--- src/hw/rtl/tti_pkg.sv ---
// Shared types, codes and defaults for the trilinear table interpolator.
`timescale 1ns / 1ps
`default_nettype none
package tti_pkg;

  localparam int unsigned AXIS_POINTS_DEF = 32;
  localparam int unsigned GRID_WORDS_DEF  = 4096;

  localparam int unsigned VAL_W  = 32;  // Q16.16 values
  localparam int unsigned WGT_W  = 16;  // Q0.16 weights
  localparam int unsigned CNT_W  = 6;   // breakpoint counts
  localparam int unsigned FUNC_W = 3;
  localparam int unsigned ADDR_W = 12;
  localparam int unsigned IDX_W  = 16;  // flattened grid index
  localparam int unsigned DIV_W  = 35;  // divider remainder width

  typedef enum logic [2:0] {
    FUNC_WR_AXIS1 = 3'd0,
    FUNC_WR_AXIS2 = 3'd1,
    FUNC_WR_AXIS3 = 3'd2,
    FUNC_WR_GRID  = 3'd3,
    FUNC_QUERY    = 3'd4
  } func_e;

  typedef enum logic [1:0] {
    REG_COUNT_AXIS1 = 2'd0,
    REG_COUNT_AXIS2 = 2'd1,
    REG_COUNT_AXIS3 = 2'd2
  } reg_e;

  typedef enum logic [3:0] {
    ST_IDLE,
    ST_AX_CHK,
    ST_AX_LO,
    ST_AX_HI,
    ST_AX_SCAN,
    ST_AX_DIV,
    ST_IDX1,
    ST_IDX2,
    ST_G_RD,
    ST_G_CAP,
    ST_B_MUL,
    ST_B_ADD,
    ST_DONE
  } state_e;

endpackage
`default_nettype wire

--- src/hw/rtl/tti_div.sv ---
// Restoring divider: quotient of (num << 16) / den for num < den, one bit a cycle.
`timescale 1ns / 1ps
`default_nettype none
module tti_div (
  input  wire logic                          clk_i,
  input  wire logic                          rst_ni,
  input  wire logic                          start_i,
  input  wire logic [tti_pkg::DIV_W-1:0]     num_i,
  input  wire logic [tti_pkg::DIV_W-1:0]     den_i,
  output logic                               done_o,
  output logic [tti_pkg::WGT_W-1:0]          quot_o
);

  logic [tti_pkg::DIV_W-1:0] rem_q, rem_d, den_q, shl;
  logic [tti_pkg::WGT_W-1:0] quot_q, quot_d;
  logic [4:0]                cnt_q, cnt_d;
  logic                      busy_q, busy_d, done_q, done_d;

  always_comb begin
    shl    = {rem_q[tti_pkg::DIV_W-2:0], 1'b0};
    rem_d  = rem_q;
    quot_d = quot_q;
    cnt_d  = cnt_q;
    busy_d = busy_q;
    done_d = 1'b0;
    if (start_i) begin
      rem_d  = num_i;
      quot_d = '0;
      cnt_d  = 5'(tti_pkg::WGT_W);
      busy_d = 1'b1;
    end else if (busy_q) begin
      if (shl >= den_q) begin
        rem_d  = shl - den_q;
        quot_d = {quot_q[tti_pkg::WGT_W-2:0], 1'b1};
      end else begin
        rem_d  = shl;
        quot_d = {quot_q[tti_pkg::WGT_W-2:0], 1'b0};
      end
      cnt_d = cnt_q - 5'd1;
      if (cnt_q == 5'd1) begin
        busy_d = 1'b0;
        done_d = 1'b1;
      end
    end
  end

  always_ff @(posedge clk_i or negedge rst_ni) begin
    if (!rst_ni) begin
      busy_q <= 1'b0;
      done_q <= 1'b0;
      cnt_q  <= '0;
    end else begin
      busy_q <= busy_d;
      done_q <= done_d;
      cnt_q  <= cnt_d;
    end
  end

  always_ff @(posedge clk_i) begin
    rem_q  <= rem_d;
    quot_q <= quot_d;
    if (start_i) begin
      den_q <= den_i;
    end
  end

  assign done_o = done_q;
  assign quot_o = quot_q;

  // remainder stays below the divisor for the whole run
  a_rem_bound: assert property (@(posedge clk_i) disable iff (!rst_ni)
    busy_q |-> rem_q < den_q) else $error("divider remainder out of range");
  // no restart mid-division
  a_no_restart: assert property (@(posedge clk_i) disable iff (!rst_ni)
    busy_q |-> !start_i) else $error("divider restarted while busy");
  // done follows the last iteration
  a_done: assert property (@(posedge clk_i) disable iff (!rst_ni)
    done_q |-> !busy_q && $past(busy_q)) else $error("spurious divider done");

endmodule
`default_nettype wire

--- config.mk ---
export PLATFORM = sky130hd
export DESIGN_NAME = tti_div
export DESIGN_NICKNAME = d
export VERILOG_FILES = /design/src/hw/rtl/tti_pkg.sv /design/src/hw/rtl/tti_div.sv
export SDC_FILE = /design/constraint.sdc
export NUM_CORES = 1
export LEC_CHECK = 0
export ABC_AREA = 1
export BUFFER_PORTS_ARGS = -buffer_cell sky130_fd_sc_hd__buf_2
export CAP_MARGIN = 20
export CORE_AREA = 2 2 154 156
export DETAILED_ROUTE_END_ITERATION = 10
export DIE_AREA = 0 0 156 158
export SETUP_SLACK_MARGIN = 0.1
export SYNTH_ARGS = -nofsm -noshare
export SYNTH_HDL_FRONTEND = slang
export SYNTH_SLANG_ARGS = --single-unit
--- constraint.sdc ---
create_clock -name clk_i -period 2.78 [get_ports clk_i]
set_input_delay 0.417 -clock clk_i [delete_from_list [all_inputs] [get_ports clk_i]]
set_output_delay 0.417 -clock clk_i [all_outputs]
set_load 0.02 [all_outputs]
# Yosys cells after proc, flatten, opt, wreduce, memory -nomap -nowiden
# Index checks and enable logic that the tools add are counted.
dict set report totals {
  ram_bits 0
  ff_bits 92
  out_inout_bits 17
  memories 0
  romBits 0
  latchBits 0
  elab_cells 23
  in_bits 73
}
dict set report op_classes {
  shifts 0
  div 0
  n_eq_ne 1
  order_cmp 1
  reduce_logical 1
  addsub 2
  n_mul 0
  mux 12
  n_bitwise 0
}
# operator n
set op_table {}
lappend op_table {{$mux W34} 3}
lappend op_table {{$ge A35 B35 Y1} 1}
lappend op_table {{$sub A34 B34 Y34} 1}
lappend op_table {{$mux W5} 2}
lappend op_table {{$mux W1} 7}
lappend op_table {{$eq A5 B1 Y1 const B} 1}
lappend op_table {{$sub A5 B1 Y5 const B} 1}
lappend op_table {{$reduce_bool A2 Y1} 1}

# Longest topological paths before layout
# Gate-level depths: netlist of run 1.
dict set report depth {
  ltp_word 4
  depth_mapped 16
}

# Worst setup path after synthesis of run 1
# Ideal clock, no wire load.
dict set report synth_timing {
  kind {input port to flip-flop}
  startpoint {input port start_i}
  endpoint {register rem_q[0] (netlist name) (enable)}
  stages 4
  path_buffers 2
  path_slack_ps 304
  required_ps 2368
  t_arrival_ps 2064
  path_cell_list {clkbuf_1 -> nor2_1 -> clkinv_1 -> clkbuf_1}
}
dict set report synth_via {
  elab_chain_len 1
}
# element line_no
set synth_lines {}
lappend synth_lines {{start: declaration} tti_div.sv:7} ;# input wire logic start_i,
lappend synth_lines {{$reduce_bool A2 Y1 (no line)} n/a}
lappend synth_lines {{end signal: assignment} tti_div.sv:60} ;# rem_q <= rem_d;
lappend synth_lines {{end: declaration} tti_div.sv:14} ;# logic [tti_pkg::DIV_W-1:0] rem_q, rem_d, den_q, shl;
# No other way between the ends.
# A chain may end at the register's enable or synchronous reset.

# Worst setup path in the final report of run 1
dict set report layout_timing {
  startpoint {register rem_q[14] (netlist name)}
  endpoint {register rem_q[19] (netlist name) (data pin)}
}
dict set report layout_via {
  elab_chain_len 4
}
# element line_no
set layout_lines {}
lappend layout_lines {{$sub A34 B34 Y34 / $ge A35 B35 Y1 (equally long branches)} {tti_div.sv:33, tti_div.sv:32}}
lappend layout_lines {{$mux W34 (*)} tti_div.sv:32} ;# if (shl >= den_q) begin
lappend layout_lines {{$mux W34 (*)} tti_div.sv:31} ;# end else if (busy_q) begin
lappend layout_lines {{$mux W34 (*)} tti_div.sv:26} ;# if (start_i) begin
lappend layout_lines {{named net rem_d (one bit)} tti_div.sv:14}
# The timed path passes the listed nets; every way through them passes the cells marked *. The select of a mux whose other input is x is not followed.

==> impl_metrics.ini, run 1 <==
[yosys]
yosysUniqueCellTypes = 38
synth_fa_ha_area_share_pct = 7.12
synth_compound_area_share_pct = 4.54
synth_xor_area_share_pct = 2.20
synth_top_area_share_pct = 30.6
synth.net_count = 1042
synth.avg_cell_area_um2 = 7.28
synth_area_mm2 = 0.00678
synthTopCellsByArea = edfxtp_1 31%, nand2_1 18%, inv_1 9.6%, ha_1 6.8%, dfxtp_1 4.7%
synth_cells = 931
yosysSeqAreaShare_pct = 37.9
yosys.area_share.simple_pct = 35.9
synth.largest_area_cell = edfxtp_1
synth_seq_cells = 92
synth_top_family_by_area = simple AND/OR/NAND/NOR gates
ys_warn_count = 0
synth_mux_area_share_pct = 0

[cells_and_area]
syn_to_final_growth_pct = 16.6
fillerInstances = 2503
diodes = 0
fin_cells = 1321
layout-drive-gt1-share_pct = 18.3
final_nets = 1137

[worst_setup_path]
path_class = flop to flop
crit_path_cell_trace = ha_1 > nand2_1 > nor2_1 > nand2_1 > nor3_2 > nand2_2 > nand2_4 > nand2_8 > nand2_8 > buf_12 > nand2_1 > nand3_1 > nand2_1
slowest_delay_ns = 0.45
arrival_ns = 2.58
cp_num_buf_inv = 1
end_kind = flop
worst_path_most_repeated_cell = nand2_1
required_ns = 2.89
worst_r2r_path_depth = 13
start_kind = flop
cp_max_fo = 16
rr_startpoint = rem_q[14]$_DFFE_PP_
rrSetupSlack_ns = 0.32
path_delay_family = simple AND/OR/NAND/NOR gates
crit_start = rem_q[14]$_DFFE_PP_
endpoint = rem_q[19]$_DFFE_PP_
cp.depth = 13
slowest_stage = edfxtp_1
rr_endpoint = rem_q[19]$_DFFE_PP_

[timing]
slew_violations = 0
finalSetupViolCount = 0
finalClockSkew_ns = 0.00682
period_share_pct = 88.6
setup_slack_ns = 0.317
fin_hold_ws_ns = 0.229
hold_violations = 0
fmax_mhz = 406
period_needed_ns = 2.46
relSlewSlack_pct = 48.1
final.setup.tns_ns = 0
worst-slew-pin-transition_ns = 0.779
rsz0062_at_grt = no

[hold_path]
holdPathStages = 1
holdCritStartpoint = den_i[19]
hp-class = primary input to flop

[clock_tree]
cts_num_sinks = 92
htree_levels = 3
cts_buffers = 9
cts_tree = yes
cts_buffer_depth = 2
path_clk_slew_ns = 0.07
clock-root-buffer = clkbuf_16
clk_latency_ns = 0.36

[placement]
hpwl_mm = 13.7
gp_congestion = 0.910
portBuffers = 88
dp.cells = 1302
pre_cts_ws_ns = 0.301

[global_route]
grt_max_degree = 71
grt_pass1_wl_mm = 28.9
grtUsageTotal_pct = 14.9
grt-ovfl-total = 0
antenna_found_initial = 0
grt_pass1_vias = 5852

[job]
cap_violations = 0

[routing]
post_drt_via_cell_ratio = 4.37
wire_per_inst_um = 13.3
postRouteAntennaNets = 0
vias = 5772
drt_iter0_drc = 336
firstDrtPassIters = 5
routed_wl_mm = 17.6
drc = 0

[floorplan]
dieArea_mm2 = 0.0246
io_pins = 90
rows = 56
fp.dieW_um = 156
start_util_pct = 29.4
die-height_um = 158
coreArea_mm2 = 0.0231

[status]
status = finished clean

[power_and_ir_drop]
power_density_mw_per_mm2 = 878
power_mw = 6.95
peakVddDrop_mv = 0.318
power_leakage_nw = 4.12
==> worst reg2reg max path, delay by kind of cell (launching register included) <==
kind          cells  cell delay [ns]
simple gates     11             1.22
flops             1             0.45
fa+ha+maj         1             0.39
buf+inv           1             0.17
==> metrics by stage <==
| step | cell area, µm² | util [%] |
|---|---|---|
| floorplan | 6780 | - |
| CTS | 7870 | 34.1 |
| global route | 7910 | 34.3 |
| global placement | 7570 | 32.8 |
| detailed placement | 7570 | 32.8 |
| finish | 7910 | 34.3 |
==> layout make-up <==
type,count,area (µm²),share of cell area (%)
sequential,92,2570,32.5
clock inverter,5,41.3,0.522
tap,290,363,4.59
clock buffer,11,253,3.20
inverter,184,691,8.73
multi-input combinational,636,3400,43.0
timing repair buffer,103,593,7.50
==> Yosys cell counts (all sizes together) <==
library cell  number
nand4              5
ha                37
dfrtp              7
a21o               1
nor3               6
o21ai             13
a21boi             1
xnor2             14
nor4               2
nor2              61
dfxtp             16
edfxtp            69
inv              183
fa                 1
or2                1
buf               12
clkinv             1
xor2               3
o21bai             2
nand3b            37
nand2            353
nand3             61
o22ai             15
clkbuf             7
a21oi             23
==> cell usage in the layout (no fill, tap or decap), types with 2 or more instances in the layout <==
cell type    n
a21oi_1     22
buf_12       3
buf_2       88
buf_4       11
clkbuf_16    9
clkbuf_8     2
clkinv_4     2
dfrtp_1      7
dfxtp_1     16
edfxtp_1    69
ha_1        36
inv_1      173
inv_2       10
inv_6        2
nand2_1    318
nand2_2     32
nand2_8      2
nand3_1     47
nand3_2     14
nand3b_1    37
nand4_1      5
nor2_1      55
nor2_2       5
nor3_1       4
nor3_2       2
nor4_1       2
o21ai_0     10
o21ai_1      3
o21bai_1     2
o22ai_1     15
xnor2_1     14
xor2_1       3
==> per-layer routing <==
layer	vias to the layer above	part of all wire, %	GRT usage (%)
met5	-	0	0
met4	0	1.7	5.11
met3	17	5.2	3.07
met2	107	44	24.6
met1	2552	49	19.4
li1	3096	-	-
==> state kept, by name, indices dropped and copies added, names as in the netlist <==
register,cells
rem_q,34
den_q,35
cnt_q,5
busy_q,1
done_o,1
quot_o,16
==> kinds of logic after synthesis <==
family / after synthesis
adder cells (fa/ha/maj): 38
flip-flops: 92
XOR/XNOR: 17
AND/OR/NAND/NOR: 526
AO/OA/AOI/OAI: 55
buffers and inverters: 203
==> repair_timing <==
item | CTS | global route
endpoints found under the hold margin | 7 | 0
endpoints found under the setup margin | 0 | 12
setup buffers | 0 | 2
gates resized for setup | 0 | 3
hold buffers | 1 | 0
==> worst min path at each step <==
stage | endpoint | slack (ns)
CTS | den_q[19]$_DFFE_PP_ | 0.22
finish | den_q[19]$_DFFE_PP_ | 0.23
global placement | cnt_q[0]$_DFFE_PN0P_ | 0.26
floorplan | busy_q$_DFF_PN0_ | 0.12
global route | den_q[19]$_DFFE_PP_ | 0.22
detailed placement | cnt_q[1]$_DFFE_PN0P_ | 0.26
==> report_power, final <==
part	leakage (nW)	switching, mW	internal (mW)
combinational	3.05	2.35	1.41
sequential	0.922	0.141	1.80
clock	0.147	0.571	0.666
total	4.12	3.06	3.88
Power figures use the tool's default switching activity.
==> inputs of run 2 (changes only) <==
Settings changed: CORE_AREA 2 2 154 156 to 2 2 126 128, DIE_AREA 0 0 156 158 to 0 0 128 130, GPL_TIMING_DRIVEN set to 0, PLACE_DENSITY_LB_ADDON set to 0.08.
==> impl_metrics.ini, run 2 (synthesis results as in run 1) <==
[status]
status = finished clean

[power_and_ir_drop]
power_density_mw_per_mm2 = 907
comb_power_share_pct = 54.7
peakVddDrop_mv = 0.417
switching_share_pct = 45.4
p_seq_share_pct = 27.3
power_frac_clock_pct = 18.1
power_leakage_nw = 4.13
intPower_mw = 3.87
switching_power_mw = 3.22

[placement]
gp_congestion = 0.929
hpwl_mm = 14.5
pre_cts_ws_ns = -0.426
portBuffers = 88

[worst_setup_path]
end_kind = flop
path_delay_family = simple AND/OR/NAND/NOR gates
rr_startpoint = rem_q[17]$_DFFE_PP_
rrSetupSlack_ns = 0.22
crit_start = rem_q[17]$_DFFE_PP_
slowest_delay_ns = 0.41
worst_r2r_path_depth = 12
start_kind = flop
required_ns = 2.88
cp_max_fo = 10
rr_endpoint = rem_q[15]$_DFFE_PP_
endpoint = rem_q[15]$_DFFE_PP_
cp_num_buf_inv = 1
worst_path_most_repeated_cell = nand2_1
crit_path_cell_trace = ha_1 > nand2_1 > nor2_2 > nand2_1 > nor2_2 > nand3_1 > nand2_2 > nor2_4 > buf_4 > nand3b_1 > nand3_1 > nand2_1
cp.depth = 12
arrival_ns = 2.66
slowest_stage = edfxtp_1
path_class = flop to flop

[timing]
fmax_mhz = 391
period_share_pct = 92.0
finalSetupViolCount = 0
rsz0062_at_grt = no
fin_hold_ws_ns = 0.219
finalClockSkew_ns = 0.0180
setup_slack_ns = 0.222
relSlewSlack_pct = 50.8
hold_violations = 0
period_needed_ns = 2.56
slew_violations = 0
worst-slew-pin-transition_ns = 0.737

[routing]
postRouteAntennaNets = 0
vias = 5833
firstDrtPassIters = 5
drc = 0
drt_iter0_drc = 305
routed_wl_mm = 18.3
wire_per_inst_um = 14.9
post_drt_via_cell_ratio = 4.75

[cells_and_area]
regMostFlops = den_q
diodes = 0
final_common_cell = nand2_1
layout-drive-gt1-share_pct = 18.3
largest_register_ffs = 35
final_nets = 1143
final_cell_mix = 318 x nand2_1, 173 x inv_1, 91 x buf_2, 69 x edfxtp_1, 53 x nor2_1
syn_to_final_growth_pct = 15.3

[global_route]
grt_pass1_vias = 5528
grt-ovfl-total = 0
grt_max_degree = 37
grt_pass1_wl_mm = 28.8
antenna_found_initial = 0
grtUsageTotal_pct = 22.9

[floorplan]
die-height_um = 130
io_pins = 90
rows = 46
fp.dieW_um = 128
start_util_pct = 44.0
coreArea_mm2 = 0.0154
dieArea_mm2 = 0.0166

[clock_tree]
cts_num_sinks = 92
clock-root-buffer = clkbuf_16
cts_buffer_depth = 2
htree_levels = 3
cts_tree = yes
path_clk_slew_ns = 0.09
clk_latency_ns = 0.37
cts_buffers = 9

[hold_path]
hp-class = primary input to flop

[job]
cap_violations = 0
[run 2: final cells by class]
type | instances | area [µm²]
multi-input combinational | 636 | 3390
sequential | 92 | 2570
timing repair buffer | 90 | 480
buffer | 19 | 153
tap | 192 | 240
inverter | 184 | 691
fill | 1602 | 7600
clock buffer | 9 | 225
clock inverter | 7 | 76.3
[run 2: worst min path at each step]
stage	startpoint	to	cells after the start
4_1_cts	den_i[25]	den_q[25]$_DFFE_PP_	1
6_report	den_i[26]	den_q[26]$_DFFE_PP_	1
5_1_grt	den_i[26]	den_q[26]$_DFFE_PP_	1
2_1_floorplan	rst_ni	busy_q$_DFF_PN0_	0
3_3_place_gp	rst_ni	cnt_q[0]$_DFFE_PN0P_	1
3_5_place_dp	rst_ni	cnt_q[0]$_DFFE_PN0P_	1
[run 2: per-stage QoR]
stage	total power [mW]	TNS, ns	utilization, %	area [µm²]	std cells
after global placement	5.81	-66.47	48.4	7460	1211
after CTS	7.12	0	50.6	7800	1229
after floorplan	4.88	0	-	6780	931
after detailed placement	5.82	-12.95	48.6	7490	1212
after global routing	7.69	0	50.7	7820	1229
final	7.09	0	50.7	7820	1229
[run 2: power by group through the flow]
stage          Clock (mW)  Sequential (mW)  Combinational [mW]
2_1_floorplan           0             1.93                2.95
3_3_place_gp            0             1.96                3.85
3_5_place_dp            0             1.96                3.86
4_1_cts              1.31             1.93                3.88
5_1_grt              1.35             1.97                4.37
6_report             1.28             1.93                3.88
[run 2: routing by layer]
metal / track usage [%] / part of all wire (%)
met3: 3.08 / 4.3
met4: 9.05 / 2.7
met1: 32.9 / 51
met2: 35.0 / 42
met5: 0 / 0
[run 2: timing repair]
item,in CTS,in global routing
hold buffers,1,0
cloned,0,0
setup endpoints to repair,17,28
resized for setup,1,6
setup buffers,0,0
hold endpoints to repair,7,0
==> inputs of run 3 (changes only) <==
Settings changed: SETUP_SLACK_MARGIN 0.1 to 0.4.
==> impl_metrics.ini, run 3 (synthesis results as in run 1) <==
[timing]
finalSetupViolCount = 0
period_needed_ns = 2.31
finalClockSkew_ns = 0.0145
fmax_mhz = 432
slew_violations = 0
period_share_pct = 83.2
worst-slew-pin-transition_ns = 0.624
hold_violations = 0
fin_hold_ws_ns = 0.219
rsz0062_at_grt = yes
relSlewSlack_pct = 58.4

[clock_tree]
clk_latency_ns = 0.37
cts_tree = yes
cts_num_sinks = 92
clock-root-buffer = clkbuf_16
cts_buffers = 9
htree_levels = 3
cts_buffer_depth = 2
path_clk_slew_ns = 0.08

[placement]
placed_cell_area_mm2 = 0.00749
hpwl_mm = 14.5
dp.cells = 1212
gp_congestion = 0.929
portBuffers = 88

[worst_setup_path]
crit_path_cell_trace = ha_4 > nand2_4 > nor2_4 > inv_2 > nor3_4 > nand2_4 > nand2_4 > nand2_8 > nand2_8 > buf_6 > buf_4 > nand2_1 > nand3_2 > nand2_1
path_delay_family = simple AND/OR/NAND/NOR gates
end_kind = flop
required_ns = 2.91
slowest_stage = edfxtp_1
cp_max_fo = 7
worst_path_most_repeated_cell = nand2_4
arrival_ns = 2.44
path_class = flop to flop
start_kind = flop
cp_num_buf_inv = 3
slowest_delay_ns = 0.45

[cells_and_area]
fin_cells = 1249
layout-drive-gt1-share_pct = 28.0
largest_register_ffs = 35
final_core_util_pct = 56.3
final_nets = 1163
final_common_cell = nand2_1
syn_to_final_growth_pct = 28.1
regMostFlops = den_q
fin_area_mm2 = 0.00869
diodes = 0
final_cell_mix = 283 x nand2_1, 169 x inv_1, 90 x buf_2, 69 x edfxtp_1, 60 x nand2_2

[floorplan]
fp.dieW_um = 128
dieArea_mm2 = 0.0166
start_util_pct = 44.0
io_pins = 90
die-height_um = 130
rows = 46
coreArea_mm2 = 0.0154

[global_route]
grtUsageTotal_pct = 23.5
grt_max_degree = 37
grt_pass1_vias = 5669
grt_pass1_wl_mm = 29.6
antenna_found_initial = 0
grt-ovfl-total = 0

[routing]
firstDrtPassIters = 7
routed_wl_mm = 19.5
post_drt_via_cell_ratio = 4.86
postRouteAntennaNets = 0
wire_per_inst_um = 15.6
drt_iter0_drc = 336
drc = 0
vias = 6069

[status]
status = finished clean

[power_and_ir_drop]
power_leakage_nw = 4.36
peakVddDrop_mv = 0.405
power_mw = 8.11
power_density_mw_per_mm2 = 934

[job]
cap_violations = 0

[hold_path]
hp-class = primary input to flop
## run 3: changes by cell type in the layout (fill, tap and decap cells not counted), moves of 8 or more
cell / before / now
buf_4: 4 / 19
ha_1: 37 / 6
ha_4: 0 / 31
nand2_1: 318 / 283
nand2_2: 32 / 60
nor2_4: 1 / 9
## run 3: per-stage QoR
| stage | setup TNS, ns | worst slack, ns |
|---|---|---|
| CTS | 0 | 0.386 |
| floorplan | 0 | 0.723 |
| global placement | -23.79 | -0.576 |
| finish | 0 | 0.468 |
| global route | 0 | 0.337 |
| detailed placement | -14.53 | -0.458 |
## run 3: layout make-up
| type | instances | area (µm²) |
|---|---|---|
| Tap cell | 192 | 240 |
| Multi-Input combinational cell | 636 | 4030 |
| Clock inverter | 7 | 81.3 |
| Fill cell | 1510 | 6740 |
| Inverter | 184 | 691 |
| Clock buffer | 9 | 225 |
| Timing Repair Buffer | 110 | 652 |
| Buffer | 19 | 203 |
| Sequential cell | 92 | 2570 |
## run 3: power breakdown
part / switching, mW / leakage (nW) / internal, mW
clock network: 0.657 / 0.150 / 0.643
registers: 0.215 / 0.922 / 1.81
logic: 2.77 / 3.29 / 2.02
## run 3: worst paths after layout
check                                        startpoint                 endpoint  slack (ns)  cells past startpoint
worst max-delay path                rem_q[22]$_DFFE_PP_      rem_q[17]$_DFFE_PP_        0.47                     14
min in group asynchronous                        rst_ni     cnt_q[3]$_DFFE_PN0P_        0.40                      2
worst min register to register  quot_o[15]$_SDFFE_PP0P_  quot_o[15]$_SDFFE_PP0P_        0.47                      2
worst max register to register      rem_q[22]$_DFFE_PP_      rem_q[17]$_DFFE_PP_        0.47                     14
max in group asynchronous                        rst_ni     cnt_q[4]$_DFFE_PN0P_        2.21                      2
worst min-delay path                           den_i[6]       den_q[6]$_DFFE_PP_        0.22                      1
## run 3: layer usage
| metal | vias up | GRT usage [%] | share of wire [%] |
|---|---|---|---|
| li1 | 3153 | - | - |
| met1 | 2752 | 33.0 | 49 |
| met2 | 144 | 37.7 | 44 |
| met3 | 20 | 3.61 | 4.8 |
| met4 | 0 | 7.30 | 1.7 |
| met5 | - | 0 | 0 |
## run 3: what timing repair did
| action | in CTS | in global routing |
|---|---|---|
| pin swaps | 4 | 41 |
| buffers inserted | 1 | 18 |
| hold endpoints to repair | 7 | 0 |
| setup endpoints to repair | 78 | 51 |
| resized for setup | 47 | 85 |
| hold buffers | 1 | 0 |
| cloned | 0 | 1 |
